## src/hdl/tcw_pkg.sv

```systemverilog
// Shared types, constants and codes of the text console writer.
// No dependencies; every other file but the assertion macros header imports it.
package tcw_pkg;

    localparam int COLUMNS_DEF = 80;
    localparam int ROWS_DEF    = 25;
    localparam int QUEUE_DEPTH = 2;

    localparam int FUNC_W  = 2;
    localparam int CHAR_W  = 8;
    localparam int ADDR_W  = 11;
    localparam int DATA_W  = 16;
    localparam int CUR_W   = 11;
    localparam int COLOR_W = 4;
    localparam int ATTR_W  = 2 * COLOR_W;
    localparam int CFG_IDX_W = 1;

    // request function codes
    localparam logic [FUNC_W-1:0] FUNC_PUT   = 2'd0;
    localparam logic [FUNC_W-1:0] FUNC_CLEAR = 2'd1;
    localparam logic [FUNC_W-1:0] FUNC_READ  = 2'd2;

    // control characters
    localparam logic [CHAR_W-1:0] CH_TAB     = 8'd9;
    localparam logic [CHAR_W-1:0] CH_NEWLINE = 8'd10;
    localparam logic [CHAR_W-1:0] CH_RETURN  = 8'd13;
    localparam logic [CHAR_W-1:0] CH_SPACE   = 8'h20;

    localparam logic [DATA_W-1:0] RESET_CELL = 16'h0720;

    // configuration register indexes
    localparam logic [CFG_IDX_W-1:0] CFG_FG_COLOR = 1'b0;
    localparam logic [CFG_IDX_W-1:0] CFG_BG_COLOR = 1'b1;

    localparam logic [COLOR_W-1:0] FG_RESET = 4'd7;
    localparam logic [COLOR_W-1:0] BG_RESET = 4'd0;

    typedef enum logic [2:0] {
        OP_PUT,
        OP_NEWLINE,
        OP_RETURN,
        OP_TAB,
        OP_CLEAR,
        OP_READ,
        OP_READ_NULL,
        OP_NOP
    } t_op;

    typedef struct packed {
        t_op               op;
        logic [CHAR_W-1:0] char_code;
        logic [ADDR_W-1:0] cell_address;
    } t_cmd;

    typedef enum logic [2:0] {
        ST_INIT,
        ST_IDLE,
        ST_READ,
        ST_SCROLL_START,
        ST_SCROLL,
        ST_BLANK
    } t_state;

endpackage

```

## src/hdl/tcw_if.sv

```systemverilog
// Request and result channel interfaces of the text console writer.
// Depends on tcw_pkg.
interface tcw_req_if;
    import tcw_pkg::*;

    logic              valid;
    logic              ready;
    logic [FUNC_W-1:0] func;
    logic [CHAR_W-1:0] char_code;
    logic [ADDR_W-1:0] cell_address;

    modport source (output valid, output func, output char_code, output cell_address,
                    input ready);
    modport sink   (input valid, input func, input char_code, input cell_address,
                    output ready);
endinterface


```

## src/hdl/tcw_front.sv

```systemverilog
// Front end: takes requests and sorts them into internal commands.
// Depends on tcw_pkg and tcw_req_if.
module tcw_front #(
    parameter int COLUMNS = tcw_pkg::COLUMNS_DEF,
    parameter int ROWS    = tcw_pkg::ROWS_DEF
) (
    tcw_req_if.sink       i_req,
    input  logic          i_full,
    input  logic          i_init_busy,
    output logic          o_push,
    output tcw_pkg::t_cmd o_cmd
);
    import tcw_pkg::*;

    localparam int CELLS = COLUMNS * ROWS;
    localparam int IW    = $clog2(CELLS);
    localparam logic [IW+ADDR_W-1:0] CELLS_X = (IW + ADDR_W)'(CELLS);

    logic in_range;

    assign in_range    = {{IW{1'b0}}, i_req.cell_address} < CELLS_X;
    assign i_req.ready = !i_full && !i_init_busy;
    assign o_push      = i_req.valid && i_req.ready;

    always_comb begin
        o_cmd.char_code    = i_req.char_code;
        o_cmd.cell_address = i_req.cell_address;
        unique case (i_req.func)
            FUNC_PUT: begin
                unique case (i_req.char_code)
                    CH_NEWLINE: o_cmd.op = OP_NEWLINE;
                    CH_RETURN:  o_cmd.op = OP_RETURN;
                    CH_TAB:     o_cmd.op = OP_TAB;
                    default:    o_cmd.op = OP_PUT;
                endcase
            end
            FUNC_CLEAR: o_cmd.op = OP_CLEAR;
            FUNC_READ:  o_cmd.op = in_range ? OP_READ : OP_READ_NULL;
            default:    o_cmd.op = OP_NOP;
        endcase
    end

endmodule

```

## src/flat_wrapper.sv

```systemverilog
// flat-port wrapper written by rule: the top's interface ports become plain ports
module tcw_front_flat import tcw_pkg::*;
#(
    parameter int COLUMNS = tcw_pkg::COLUMNS_DEF,
    parameter int ROWS    = tcw_pkg::ROWS_DEF
)
  (i_full, i_init_busy, o_push, o_cmd, i_req_valid, i_req_func, i_req_char_code, i_req_cell_address, i_req_ready);
  tcw_req_if i_req_i ();
  input  logic i_full;
  input  logic i_init_busy;
  output logic o_push;
  output tcw_pkg::t_cmd o_cmd;
  input wire logic [$bits(i_req_i.valid)-1:0] i_req_valid;
  input wire logic [$bits(i_req_i.func)-1:0] i_req_func;
  input wire logic [$bits(i_req_i.char_code)-1:0] i_req_char_code;
  input wire logic [$bits(i_req_i.cell_address)-1:0] i_req_cell_address;
  output wire logic [$bits(i_req_i.ready)-1:0] i_req_ready;
  assign i_req_i.valid = i_req_valid;
  assign i_req_i.func = i_req_func;
  assign i_req_i.char_code = i_req_char_code;
  assign i_req_i.cell_address = i_req_cell_address;
  assign i_req_ready = i_req_i.ready;
  tcw_front #(.COLUMNS(COLUMNS), .ROWS(ROWS)) u_core (.i_req(i_req_i), .i_full(i_full), .i_init_busy(i_init_busy), .o_push(o_push), .o_cmd(o_cmd));
endmodule
```

## config.mk

```make
export PLATFORM = sky130hd
export DESIGN_NAME = tcw_front_flat
export DESIGN_NICKNAME = d
export VERILOG_FILES = /design/src/hdl/tcw_pkg.sv /design/src/hdl/tcw_if.sv /design/src/hdl/tcw_front.sv /design/src/flat_wrapper.sv
export SDC_FILE = /design/constraint.sdc
export NUM_CORES = 1
export LEC_CHECK = 0
export BUFFER_PORTS_ARGS = -buffer_cell sky130_fd_sc_hd__buf_2
export CORE_AREA = 2 2 39 41
export DETAILED_ROUTE_END_ITERATION = 7
export DIE_AREA = 0 0 41 43
export GPL_TIMING_DRIVEN = 0
export PLACE_DENSITY_LB_ADDON = 0.05
export SYNTH_ARGS = -nofsm -noshare
export SYNTH_HDL_FRONTEND = slang
export SYNTH_SLANG_ARGS = --single-unit
```

## constraint.sdc

```tcl
create_clock -name vclk -period 0.8
set_input_delay 0.04 -clock vclk [all_inputs]
set_output_delay 0.04 -clock vclk [all_outputs]
set_load 0.02 [all_outputs]
```

==> results.md <==
- CP Max Fanout: 2
- Cell family with most CP delay: simple AND/OR/NAND/NOR gates
- Seq cells: 0
- Syn-to-layout area delta: 112%
- Diode count: 0
- Max Fclk: 1090 MHz
- Gpl congestion: 0.584
- # IOs: 48
- Seq/Total Area, Yosys: 0%
- Pin count of the biggest net entering global routing: 6
- Rel. slew slack: 82.6%
- Synth area leaders: buf_4, nor4b_4, a41oi_1, and4b_1, o211a_1
- Startpoint types: input pin
- Max Cap Viol: 0
- # placed instances: 94
- Layout cells sized above 1: 87.3%
- Tot GR Track Use: 7.79%
- Vias in the first global route: 285
- PnR worst setup slack: -0.114 ns
- Placeable Area: 0.00138 sq mm
- Vias per Instance: 3.97
- Die width: 41 um
- Share of the synthesized area in the top cell type: 54.3%
- First-pass GRT wire length: 1.05 mm
- Hold_buf cts: 0
- Leak: 0.336 nW
- FF+latch area: 0 sq um
- VDD IR max: 0.237 mV
- Cell taking the most area after synthesis: buf_4
- Post-route DRC: 0
- Final Hold Viols: 0
- Critical Path, Cell by Cell: buf_6, nor4b_4, a41oi_2, a21oi_2, buf_4
- Top cells by count, synth: buf_4, a41oi_1, nor2_1
- Max-slew violation count: 0
- DR iter-0 viols: 0
- Slowest stage cell, crit path: nor4b_4
- Hold_ws: 0.297 ns
- IO buf count: 44
- Starting Density: 19.0%
- RSZ-0062 raised after global routing: yes
- Final Setup Violations: 2
- Crit Path Category: input pin to output port
- Routed via count: 377
- Yosys cell types: 14
- Total gr overflow: 0
- Non-filler cells, final: 95
- Mapped Nets: 58
- HPWL Detailed: 669 um
- Failing checks: negative setup slack
- ANT nets after route: 0
- Post-Syn Area per Cell: 7.73 sq um
- Nets@finish: 105
- Worst Hold Class: input pin to output port
- DIE AREA: 0.00176 sq mm
- Power per cell area: 606 mW/mm^2
- Min Tclk post-route: 0.914 ns
- Critical Path RT: 0.76 ns
- Most frequent cell after synthesis: buf_4
- CP arrival: 0.87 ns
- CP max stage delay: 0.31 ns
- Num rows: 14
- Mapped Cells: 34
- First-pass DRT Iterations: 1
- Synth warn: 0
- Post-Route WL: 753 um
- Initial antenna violation count: 0
- Crit share post-route: 114%
- Worst Max-Slew Pin Slew: 0.260 ns
- Post-Syn Area: 263 sq um
- Routed len/inst: 7.93 um
- CP Capture Type: output port
- Status: finished, violations left
- # clk buffers: 0
- Buffers & Inverters on Critical Path: 2
- Die height: 43 um
-- cells in the final DEF (no fill, tap or decap), types with 2 or more instances in the layout --
cell,count
buf_6,4
buf_2,39
buf_4,21
nor2_1,2
-- report_power, final --
group | internal (mW) | total, mW | switching, mW
Clock | 0 | 0 | 0
Sequential | 0 | 0 | 0
Combinational | 0.176 | 0.338 | 0.162
-- cell families after synthesis --
logic type,share of synthesized area (%)
buf+inv,55.7
compound gates,18.6
simple gates,22.4
xor+xnor,3.33
-- final cells by class --
type	count	area (sq um)
fillers	159	826
repair buffers	45	255
plain buffers	19	143
multi-input cells	14	136
well taps	16	20.0
inverters	1	3.75
-- per-stage QoR --
step	cell area (sq um)	setup WS [ns]	TNS [ns]	utilization, %	total power, mW
final	558	-0.114	-0.224	40.3	0.338
after global routing	558	-0.208	-0.360	40.3	0.365
after CTS	542	-0.127	-0.160	39.2	0.337
after detailed placement	507	-0.178	-0.268	36.6	0.317
after global placement	507	-0.186	-0.274	36.6	0.318
after floorplan	267	0.0632	0	-	0.192
-- path summary, 6_finish.rpt --
| kind | cells past startpoint | startpoint | slack (ns) | to |
|---|---|---|---|---|
| worst max-delay path | 5 | i_req_char_code[4] | -0.11 | o_cmd[20] |
| worst min-delay path | 2 | i_req_cell_address[3] | 0.30 | o_cmd[3] |
-- what timing repair did --
item | 4_1_cts | 5_1_grt
setup buffers | 0 | 1
endpoints found under the setup margin | 2 | 2
hold endpoints to repair | 0 | 0
resized for setup | 10 | 1
pin swaps | 3 | 1
-- per-layer routing --
metal  routed length (um)  global-route usage [%]  part of all wire, %
met1                  276                    10.1                   37
met2                  385                    14.1                   51
met3                   91                   0.524                   12
met4                    0                       0                    0
met5                    0                       0                    0
No activity file was read; power rests on OpenSTA's default activity.
