**src/hdl/tcw_pkg.sv**
```systemverilog
// Shared types, constants and codes of the text console writer.
// No dependencies; every other file but the assertion macros header imports it.
package tcw_pkg;

    localparam int COLUMNS_DEF = 80;
    localparam int ROWS_DEF    = 25;
    localparam int QUEUE_DEPTH = 2;

    localparam int FUNC_W  = 2;
    localparam int CHAR_W  = 8;
    localparam int ADDR_W  = 11;
    localparam int DATA_W  = 16;
    localparam int CUR_W   = 11;
    localparam int COLOR_W = 4;
    localparam int ATTR_W  = 2 * COLOR_W;
    localparam int CFG_IDX_W = 1;

    // request function codes
    localparam logic [FUNC_W-1:0] FUNC_PUT   = 2'd0;
    localparam logic [FUNC_W-1:0] FUNC_CLEAR = 2'd1;
    localparam logic [FUNC_W-1:0] FUNC_READ  = 2'd2;

    // control characters
    localparam logic [CHAR_W-1:0] CH_TAB     = 8'd9;
    localparam logic [CHAR_W-1:0] CH_NEWLINE = 8'd10;
    localparam logic [CHAR_W-1:0] CH_RETURN  = 8'd13;
    localparam logic [CHAR_W-1:0] CH_SPACE   = 8'h20;

    localparam logic [DATA_W-1:0] RESET_CELL = 16'h0720;

    // configuration register indexes
    localparam logic [CFG_IDX_W-1:0] CFG_FG_COLOR = 1'b0;
    localparam logic [CFG_IDX_W-1:0] CFG_BG_COLOR = 1'b1;

    localparam logic [COLOR_W-1:0] FG_RESET = 4'd7;
    localparam logic [COLOR_W-1:0] BG_RESET = 4'd0;

    typedef enum logic [2:0] {
        OP_PUT,
        OP_NEWLINE,
        OP_RETURN,
        OP_TAB,
        OP_CLEAR,
        OP_READ,
        OP_READ_NULL,
        OP_NOP
    } t_op;

    typedef struct packed {
        t_op               op;
        logic [CHAR_W-1:0] char_code;
        logic [ADDR_W-1:0] cell_address;
    } t_cmd;

    typedef enum logic [2:0] {
        ST_INIT,
        ST_IDLE,
        ST_READ,
        ST_SCROLL_START,
        ST_SCROLL,
        ST_BLANK
    } t_state;

endpackage

```
**src/hdl/tcw_queue.sv**
```systemverilog
// Short command queue between front and back end.
// Depends on tcw_pkg.
module tcw_queue (
    input  logic          i_clk,
    input  logic          i_rst_n,
    input  logic          i_push,
    input  tcw_pkg::t_cmd i_cmd,
    output logic          o_full,
    input  logic          i_pop,
    output logic          o_valid,
    output tcw_pkg::t_cmd o_cmd
);
    import tcw_pkg::*;

    localparam int PW = $clog2(QUEUE_DEPTH);
    localparam logic [PW:0] DEPTH_C = (PW + 1)'(QUEUE_DEPTH);

    t_cmd          r_slot [QUEUE_DEPTH];
    logic [PW-1:0] r_wr, n_wr;
    logic [PW-1:0] r_rd, n_rd;
    logic [PW:0]   r_cnt, n_cnt;
    logic          do_push;
    logic          do_pop;

    assign o_full  = (r_cnt == DEPTH_C);
    assign o_valid = (r_cnt != '0);
    assign o_cmd   = r_slot[r_rd];
    assign do_push = i_push && !o_full;
    assign do_pop  = i_pop && o_valid;

    always_comb begin
        n_wr  = do_push ? r_wr + PW'(1) : r_wr;
        n_rd  = do_pop  ? r_rd + PW'(1) : r_rd;
        n_cnt = r_cnt + (PW + 1)'(do_push) - (PW + 1)'(do_pop);
    end

    always_ff @(posedge i_clk) begin
        if (!i_rst_n) begin
            r_wr  <= '0;
            r_rd  <= '0;
            r_cnt <= '0;
        end else begin
            r_wr  <= n_wr;
            r_rd  <= n_rd;
            r_cnt <= n_cnt;
        end
    end

    always_ff @(posedge i_clk) begin
        if (do_push) begin
            r_slot[r_wr] <= i_cmd;
        end
    end

endmodule

```
**config.mk**
```make
export PLATFORM = sky130hd
export DESIGN_NAME = tcw_queue
export DESIGN_NICKNAME = d
export VERILOG_FILES = /design/src/hdl/tcw_pkg.sv /design/src/hdl/tcw_queue.sv
export SDC_FILE = /design/constraint.sdc
export NUM_CORES = 1
export LEC_CHECK = 0
export BUFFER_PORTS_ARGS = -buffer_cell sky130_fd_sc_hd__buf_2
export CAP_MARGIN = 20
export CORE_UTILIZATION = 37
export DETAILED_ROUTE_END_ITERATION = 8
export HOLD_SLACK_MARGIN = 0.08
export PLACE_DENSITY = 0.64
export SYNTH_ARGS = -nofsm -noshare
export SYNTH_HDL_FRONTEND = slang
export SYNTH_SLANG_ARGS = --single-unit
```
**constraint.sdc**
```tcl
create_clock -name i_clk -period 2.5 [get_ports i_clk]
set_input_delay 0.375 -clock i_clk [delete_from_list [all_inputs] [get_ports i_clk]]
set_output_delay 0.375 -clock i_clk [all_outputs]
set_load 0.005 [all_outputs]
```
==> flow_summary.yaml, run 1 <==
place:
  dp_hpwl_um: 2090
  post_dp_cell_area_um2: 2170
  placed_cells: 213
  routabilityCongestion: 0.721
  numPortBuffers: 49
yosys:
  synthMuxAreaShare: 0.141
  synth-adder-area-share: 0.0137
  async_flop_share: 0
  ys_seq_elements: 49
  post_synth_most_frequent_cells: "edfxtp_1 (44), mux2_2 (22), dfxtp_1 (5)"
  syn_area_per_cell_um2: 19.2
  synth_top_cell_by_area: "edfxtp_1"
  synth_most_common_cell: "edfxtp_1"
  synthTopCellsByArea: "edfxtp_1 (72%), mux2_2 (14%), dfxtp_1 (5.5%)"
  synth_compound_area_frac: 0.00411
  synth_top_family_by_area: "multiplexers"
  yosys.area_share.simple: 0.0356
  synth_xor_area_frac: 0.00958
  seq_area_frac_synth: 0.778
  syn_area_um2: 1830
  yosysWarnings: 0
  synth_top_cell_area_share: 0.723
  synth_nets: 123
  ys_types: 17
  ys.flop_type: "edfxtp_1"
  synthCells: 95
  synth-edff-count: 44
setup_path:
  cp_max_fo: 20
  cp-start-kind: "register"
  r2r_start: "r_cnt[0]"
  cp.required_ns: 2.12
  worstPathArrival_ns: 1.45
  ff2ff_path_depth: 8
  crit_type: "reg -> out"
  end_kind: "output pin"
clock_tree:
  hold_buffers: 0
  ctsResizeCount: 0
  cts_sinks: 49
  cts_tree: "yes"
  cts.clk_slew.worst_paths_ns: 0.08
  clock-root-buffer: "clkbuf_8"
  clk_path_buf_depth: 2
  htreeDepth: 2
  clk_latency_ns: 0.29
  post_cts_buffers: 0
  cts_inserted_buffers: 5
floorplanning:
  die_area_um2: 5230
  die_h_um: 72.3
  num_rows: 25
  chipWidth_um: 72.3
  core_area_um2: 4720
  ios: 50
  start_util: 0.387
min_path:
  min_from: "i_cmd[16]"
  min_path_cells: 1
  hp-class: "in -> reg"
grt:
  grt_max_degree: 21
  grt_usage: 0.123
  grt-ovfl-total: 0
  grt_pass1_vias: 1038
  antenna_found_initial: 0
  grt_pass1_wl_um: 4670
route:
  via_count: 976
  drt-vias-per-instance: 4.44
  drt-initial-drc-count: 57
  drc: 0
  drt_first_pass_iters: 3
  wl_per_cell_um: 13.6
  detail-route-antenna-nets: 0
  routed_wirelength_um: 2990
timing:
  period_minus_slack_ns: 1.83
  max_freq_ghz: 0.548
  hold_violations: 0
  period_share: 0.730
  setup_viol: 0
  rsz0062_at_grt: "no"
  skew_ns: 0.00499
  relSlewSlack: 0.654
  fin_setup_tns_ns: 0
  slew_viol_final: 0
  max_slew.worst_pin.slew_ns: 0.518
cells_and_area:
  diodes: 0
  final_layout_size_suffix_gt1_frac: 0.536
  syn_to_final_growth_pct: 22.7
  fin_area_um2: 2240
  nets: 181
  final_cells: 220
power:
  pwr_density_cell_nw_per_um2: 945
  total_power_mw: 2.12
  p_leak_nw: 0.875
  irDropWorstVdd_uv: 467
job:
  max_cap_viol_count: 0
run_status:
  status: "complete, no violations"
[metal layers]
layer	vias up	track usage	routed length (um)
met1	473	0.135	1190
met4	0	0.0392	42
li1	468	-	-
met3	5	0.0569	206
met2	30	0.211	1560
met5	-	0	0
[placed cells by master, fill, tap and decap left out]
cell / Yosys / layout
clkbuf_8: 0 / 5
nor2_1: 4 / 3
clkbuf_1: 0 / 1
dfxtp_1: 5 / 5
mux2_2: 22 / 22
or2_2: 1 / 1
nand2_1: 2 / 2
o21a_1: 1 / 1
mux2i_1: 1 / 1
nor2_2: 0 / 1
nor3_1: 1 / 1
ha_1: 2 / 2
nand2b_1: 2 / 2
xnor2_1: 1 / 1
edfxtp_1: 44 / 44
and2_1: 2 / 2
xor2_1: 1 / 1
inv_1: 3 / 3
and3_1: 1 / 1
buf_4: 0 / 4
buf_2: 0 / 49
clkinv_1: 0 / 1
[cells by family after synthesis]
logic type | count (synthesis)
buffers and inverters | 5
XOR/XNOR | 2
multiplexers | 23
AO/OA/AOI/OAI | 1
AND/OR/NAND/NOR | 13
flip-flops | 49
adder cells (fa/ha/maj) | 2
[sequential cells by signal, summed over array words and instances, names as in the netlist, named ones only]
| register | count |
|---|---|
| r_slot | 44 |
| r_cnt | 2 |
| r_rd | 1 |
| r_wr | 1 |
[final timing paths]
path	endpoint	slack (ns)
worst min register to register	r_wr	0.52
worst max-delay path	o_cmd[5]	0.67
worst min-delay path	r_slot[0][16]	0.27
worst max register to register	r_cnt[1]	0.81
[final cells by class]
cell class                 count  area, um^2
fill                         421        2480
clock buffer                   6        72.6
inverter                       3        11.3
multi-input combinational     41         375
timing repair buffer          53         275
sequential                    49        1420
tap                           67        83.8
clock inverter                 1        3.75
[critical path: stages (launching register included)]
cell and delay, ns:
dfxtp_1 0.37, buf_4 0.29, mux2_2 0.37, buf_2 0.13
[power by group]
part / total, mW / internal [mW] / switching, mW
combinational: 0.594 / 0.316 / 0.278
sequential: 1.11 / 1.06 / 0.0492
clock: 0.419 / 0.189 / 0.231
total: 2.12 / 1.56 / 0.558
[per-stage QoR]
step                worst slack [ns]  utilization  hold slack, ns
global placement               0.901        0.459           0.483
global route                   0.565        0.475           0.248
detailed placement             0.797        0.459           0.510
finish                         0.674        0.475           0.269
CTS                            0.629        0.475           0.260
floorplan                      0.577            -           0.455
(Power assumes the default switching activity.)
==> run 2, diff against run 1 <==
--- a/config.mk
+++ b/config.mk
@@ -5,12 +5,13 @@
 export SDC_FILE = /design/constraint.sdc
 export NUM_CORES = 1
 export LEC_CHECK = 0
+export ABC_AREA = 1
 export BUFFER_PORTS_ARGS = -buffer_cell sky130_fd_sc_hd__buf_2
 export CAP_MARGIN = 20
 export CORE_UTILIZATION = 37
 export DETAILED_ROUTE_END_ITERATION = 8
 export HOLD_SLACK_MARGIN = 0.08
-export PLACE_DENSITY = 0.64
+export PLACE_DENSITY = 0.66
 export SYNTH_ARGS = -nofsm -noshare
 export SYNTH_HDL_FRONTEND = slang
 export SYNTH_SLANG_ARGS = --single-unit
==> constraint.sdc (replaced) <==
create_clock -name i_clk -period 1.54 [get_ports i_clk]
set_input_delay 0.231 -clock i_clk [delete_from_list [all_inputs] [get_ports i_clk]]
set_output_delay 0.231 -clock i_clk [all_outputs]
set_load 0.005 [all_outputs]
==> flow_summary.yaml, run 2 <==
run_status:
  status: "complete, no violations"
setup_path:
  path_cells: "nor2_1 > nor2_1 > ha_1 > inv_1 > ha_2 > inv_1 > nand2_2 > nand3_1 > nand2_1 > nor2_1"
  cp-start-kind: "register"
  crit_type: "reg -> reg"
  worstPathArrival_ns: 1.72
  critPathBufInv: 2
  cp_max_fo: 3
  slowest_stage: "dfxtp_1"
  end_kind: "register"
  crit_family: "simple AND/OR/NAND/NOR gates"
  cp.required_ns: 1.73
  path_common_cell: "nor2_1"
  worst_path_largest_cell_delay_ns: 0.39
floorplanning:
  chipWidth_um: 72.5
  die_h_um: 72.5
  die_area_um2: 5260
  start_util: 0.387
  core_area_um2: 4750
  ios: 50
  num_rows: 25
cells_and_area:
  final_layout_size_suffix_gt1_frac: 0.566
  nets: 200
  biggestRegsByFlops: "r_slot (44), r_cnt (2)"
  syn_to_final_growth_pct: 30.9
  top_register: "r_slot"
  fin_area_um2: 2410
  diodes: 0
  largest_reg_flops: 44
  final_common_cell: "buf_2"
  layout_common_cells: "buf_2 (49), edfxtp_1 (44), mux2_2 (20)"
yosys:
  synth_top_cell_area_share: 0.718
  syn_area_per_cell_um2: 17.4
  synthCells: 106
  post_synth_most_frequent_cells: "edfxtp_1 (44), mux2_2 (22), inv_1 (9), nand2_1 (9), nor2_1 (8)"
  synth_nets: 134
  syn_area_um2: 1840
  synth_most_common_cell: "edfxtp_1"
  yosysWarnings: 0
  ys.flop_type: "edfxtp_1"
  ys_seq_elements: 49
  synth_top_cell_by_area: "edfxtp_1"
  synthTopCellsByArea: "edfxtp_1 (72%), mux2_2 (13%), dfxtp_1 (5.4%)"
  seq_area_frac_synth: 0.773
  ys_types: 10
  async_flop_share: 0
  synth-edff-count: 44
route:
  routed_wirelength_um: 3400
  drt_first_pass_iters: 4
  wl_per_cell_um: 14.2
  routed.top_layer: "met4"
  drc: 0
  via_count: 1087
  detail-route-antenna-nets: 0
  met2WireLength_um: 1910
  m1WireLength_um: 1300
  drt-vias-per-instance: 4.53
  wl_met3_um: 156
  drt-initial-drc-count: 26
clock_tree:
  cts.clk_slew.worst_paths_ns: 0.09
  cts_tree: "yes"
  cts_inserted_buffers: 5
  hold_buffers: 0
  clk_latency_ns: 0.30
  clk_path_buf_depth: 2
  cts_sinks: 49
  clock-root-buffer: "clkbuf_8"
  htreeDepth: 2
grt:
  grt-ovfl-total: 0
  grt_pass1_wl_um: 4930
  grt_max_degree: 16
  grt_usage: 0.133
  antenna_found_initial: 0
  grt_pass1_vias: 1106
timing:
  max_slew.worst_pin.slew_ns: 0.191
  skew_ns: 0.00685
  period_minus_slack_ns: 1.53
  slew_viol_final: 0
  period_share: 0.991
  relSlewSlack: 0.872
  setup_viol: 0
  rsz0062_at_grt: "yes"
  hold_violations: 0
  max_freq_ghz: 0.655
power:
  pwr_density_cell_nw_per_um2: 1560
  p_leak_nw: 0.963
  total_power_mw: 3.76
  irDropWorstVdd_uv: 938
place:
  routabilityCongestion: 0.601
  post_dp_cell_area_um2: 2220
  dp_hpwl_um: 2350
  numPortBuffers: 49
min_path:
  hp-class: "in -> reg"
job:
  max_cap_viol_count: 0
run 2: layout make-up:
class	instances	area, um^2
clock buffer	5	68.8
clock inverter	3	41.3
fill	453	2350
inverter	9	33.8
multi-input combinational	46	390
sequential	49	1430
tap	67	83.8
timing repair buffer	61	363
run 2: final timing paths:
| check | slack (ns) | cells after the start | endpoint | start |
|---|---|---|---|---|
| max | 0.01 | 10 | r_cnt[1] | r_cnt[1] |
| min | 0.12 | 1 | r_slot[1][8] | i_cmd[8] |
| max reg2reg | 0.01 | 10 | r_cnt[1] | r_cnt[1] |
| min reg2reg | 0.53 | 2 | r_rd | r_rd |
run 2: worst reg2reg max path: cells and delay by family (launching register included):
kind | cells | cell delay [ns]
and+or+nand+nor | 6 | 0.48
adders and majority gates | 2 | 0.45
DFF | 1 | 0.39
buffers and inverters | 2 | 0.12
run 2: metal layers:
| layer | up-vias | GRT usage |
|---|---|---|
| met5 | - | 0 |
| met4 | 0 | 0.0458 |
| met3 | 4 | 0.0472 |
| met2 | 30 | 0.249 |
| met1 | 539 | 0.135 |
| li1 | 514 | - |
run 2: cells by family (layout without fill, tap and decap cells):
| kind of cell | after synthesis | count (layout) | synth area share |
|---|---|---|---|
| buf+inv | 11 | 78 | 0.0306 |
| compound gates | 2 | 2 | 0.00544 |
| flops | 49 | 49 | 0.773 |
| fa+ha+maj | 2 | 2 | 0.0136 |
| mux | 22 | 22 | 0.135 |
| simple gates | 20 | 20 | 0.0429 |
run 2: timing repair:
action                                 CTS  global route
endpoints found under the hold margin    0             0
setup endpoints to repair               23            19
gates resized for setup                  6             9
pin swaps                                1             0
gates cloned                             1             0
buffers inserted                         0             4
run 2: per-stage QoR:
stage	utilization	setup WS (ns)	setup TNS, ns	cells	hold WS [ns]
3_5_place_dp	0.467	-0.0730	-0.0730	227	0.422
5_1_grt	0.506	-0.0418	-0.118	240	0.105
6_report	0.506	0.0144	0	240	0.118
4_1_cts	0.494	0.000880	0	236	0.108
2_1_floorplan	-	0.0851	0	106	0.324
3_3_place_gp	0.467	0.109	0	227	0.419
run 2: power by group:
| group | internal [mW] | switching [mW] |
|---|---|---|
| Sequential | 1.70 | 0.0805 |
| Clock | 0.478 | 0.403 |
| Combinational | 0.585 | 0.512 |
==> run 3, diff against run 2 <==
--- a/config.mk
+++ b/config.mk
@@ -7,7 +7,7 @@
 export LEC_CHECK = 0
 export ABC_AREA = 1
 export BUFFER_PORTS_ARGS = -buffer_cell sky130_fd_sc_hd__buf_2
-export CAP_MARGIN = 20
+export CAP_MARGIN = 10
 export CORE_UTILIZATION = 37
 export DETAILED_ROUTE_END_ITERATION = 8
 export HOLD_SLACK_MARGIN = 0.08
==> constraint.sdc (replaced) <==
create_clock -name i_clk -period 1.3 [get_ports i_clk]
set_input_delay 0.195 -clock i_clk [delete_from_list [all_inputs] [get_ports i_clk]]
set_output_delay 0.195 -clock i_clk [all_outputs]
set_load 0.005 [all_outputs]
==> flow_summary.yaml, run 3 (synthesis results as in run 2) <==
cells_and_area:
  syn_to_final_growth_pct: 45.0
  biggestRegsByFlops: "r_slot (44), r_cnt (2)"
  final_cells: 247
  top_register: "r_slot"
  nFillCells: 400
  largest_reg_flops: 44
  layout_common_cells: "buf_2 (44), edfxtp_1 (44), mux2_2 (17)"
  final_layout_size_suffix_gt1_frac: 0.622
  final_util: 0.561
  nets: 208
  diodes: 0
run_status:
  status: "complete, but fails checks"
  violations: "negative setup slack"
setup_path:
  reg2reg_to: "r_cnt[1]"
  cp-start-kind: "register"
  crit_end: "o_cmd[21]"
  cp_max_fo: 9
  end_kind: "output pin"
  crit_type: "reg -> out"
  ff2ff_path_depth: 10
  rrSetupSlack_ns: -0.10
  worstPathArrival_ns: 1.28
  cp.required_ns: 1.11
  r2r_start: "r_cnt[0]"
place:
  dp_hpwl_um: 2360
  numPortBuffers: 49
  placed_cells: 229
  pre_cts_slack_ns: -0.121
  routabilityCongestion: 0.698
grt:
  grt_usage: 0.134
  antenna_found_initial: 0
  grt_max_degree: 15
  grt-ovfl-total: 0
  grt_pass1_wl_um: 5090
  grt_pass1_vias: 1134
clock_tree:
  cts.clk_slew.worst_paths_ns: 0.09
  clock-root-buffer: "clkbuf_8"
  cts_sinks: 49
  clk_latency_ns: 0.29
  cts_inserted_buffers: 5
  cts_tree: "yes"
  htreeDepth: 2
  clk_path_buf_depth: 2
floorplanning:
  die_area_um2: 5260
  start_util: 0.387
  ios: 50
  core_area_um2: 4750
  chipWidth_um: 72.5
  num_rows: 25
  die_h_um: 72.5
timing:
  skew_ns: 0.00580
  max_slew.worst_pin.slew_ns: 0.236
  relSlewSlack: 0.842
  rsz0062_at_grt: "yes"
  period_minus_slack_ns: 1.47
  worst_slack_ns: -0.174
  period_share: 1.13
  slew_viol_final: 0
  setup_viol: 23
  hold_violations: 0
  max_freq_ghz: 0.678
power:
  pwr-share-seq: 0.445
  p_int_mw: 3.53
  pwr-share-comb: 0.346
  clkPwrFrac: 0.210
  p_leak_nw: 1.04
  irDropWorstVdd_uv: 860
  p_sw_frac: 0.274
  p_sw_mw: 1.33
  pwr_density_cell_nw_per_um2: 1820
  total_power_mw: 4.86
route:
  detail-route-antenna-nets: 0
  via_count: 1133
  drc: 0
  drt-vias-per-instance: 4.59
  wl_per_cell_um: 14.2
  drt-initial-drc-count: 30
  routed_wirelength_um: 3520
  drt_first_pass_iters: 4
min_path:
  hp-class: "in -> reg"
  min_path_cells: 1
job:
  max_cap_viol_count: 0
run 3: worst min path at each step:
stage | startpoint | to | slack [ns]
finish | i_cmd[1] | r_slot[1][1] | 0.09
detailed placement | i_cmd[8] | r_slot[1][8] | 0.39
floorplan | i_rst_n | r_cnt[0] | 0.29
CTS | i_cmd[14] | r_slot[1][14] | 0.08
global route | i_cmd[20] | r_slot[1][20] | 0.08
global placement | i_cmd[15] | r_slot[0][15] | 0.38
run 3: layout make-up:
type	instances	area [um^2]	area share
inverter	9	42.5	0.0159
clock buffer	5	68.8	0.0258
tap	67	83.8	0.0314
sequential	49	1430	0.537
clock inverter	2	35.0	0.0131
timing repair buffer	69	533	0.200
multi-input combinational	46	472	0.177
run 3: power by group through the flow:
stage	Sequential [mW]	Combinational (mW)	Clock (mW)
5_1_grt	2.19	1.81	1.13
3_3_place_gp	2.13	1.25	0
6_report	2.16	1.68	1.02
4_1_cts	2.14	1.46	1.05
3_5_place_dp	2.15	1.32	0
2_1_floorplan	2.13	0.749	0
run 3: routing by layer:
| metal | vias to the layer above | wire length, um | track usage |
|---|---|---|---|
| li1 | 533 | - | - |
| met1 | 560 | 1450 | 0.145 |
| met2 | 36 | 1910 | 0.243 |
| met3 | 4 | 126 | 0.0417 |
| met4 | 0 | 26 | 0.0523 |
| met5 | - | 0 | 0 |
run 3: critical path: stages (launching register included):
cell and delay (ns):
dfxtp_4 0.39, buf_8 0.14, mux2_2 0.33, buf_2 0.13
run 3: per-stage QoR:
stage / hold WS, ns / setup TNS, ns / area, um^2
after floorplan: 0.288 / -0.0140 / 1890
after global placement: 0.384 / -0.0372 / 2310
after detailed placement: 0.387 / -0.193 / 2310
after CTS: 0.0816 / -4.16 / 2510
after global routing: 0.0775 / -5.45 / 2670
final: 0.0907 / -3.50 / 2670
run 3: timing repair:
action                                  in CTS  in global routing
endpoints found under the hold margin        6                 10
cloned                                       1                  1
hold buffers                                 3                  5
gates resized for setup                     14                 21
pin swaps                                    3                  8
endpoints found under the setup margin      46                 69
setup buffers                                1                  0
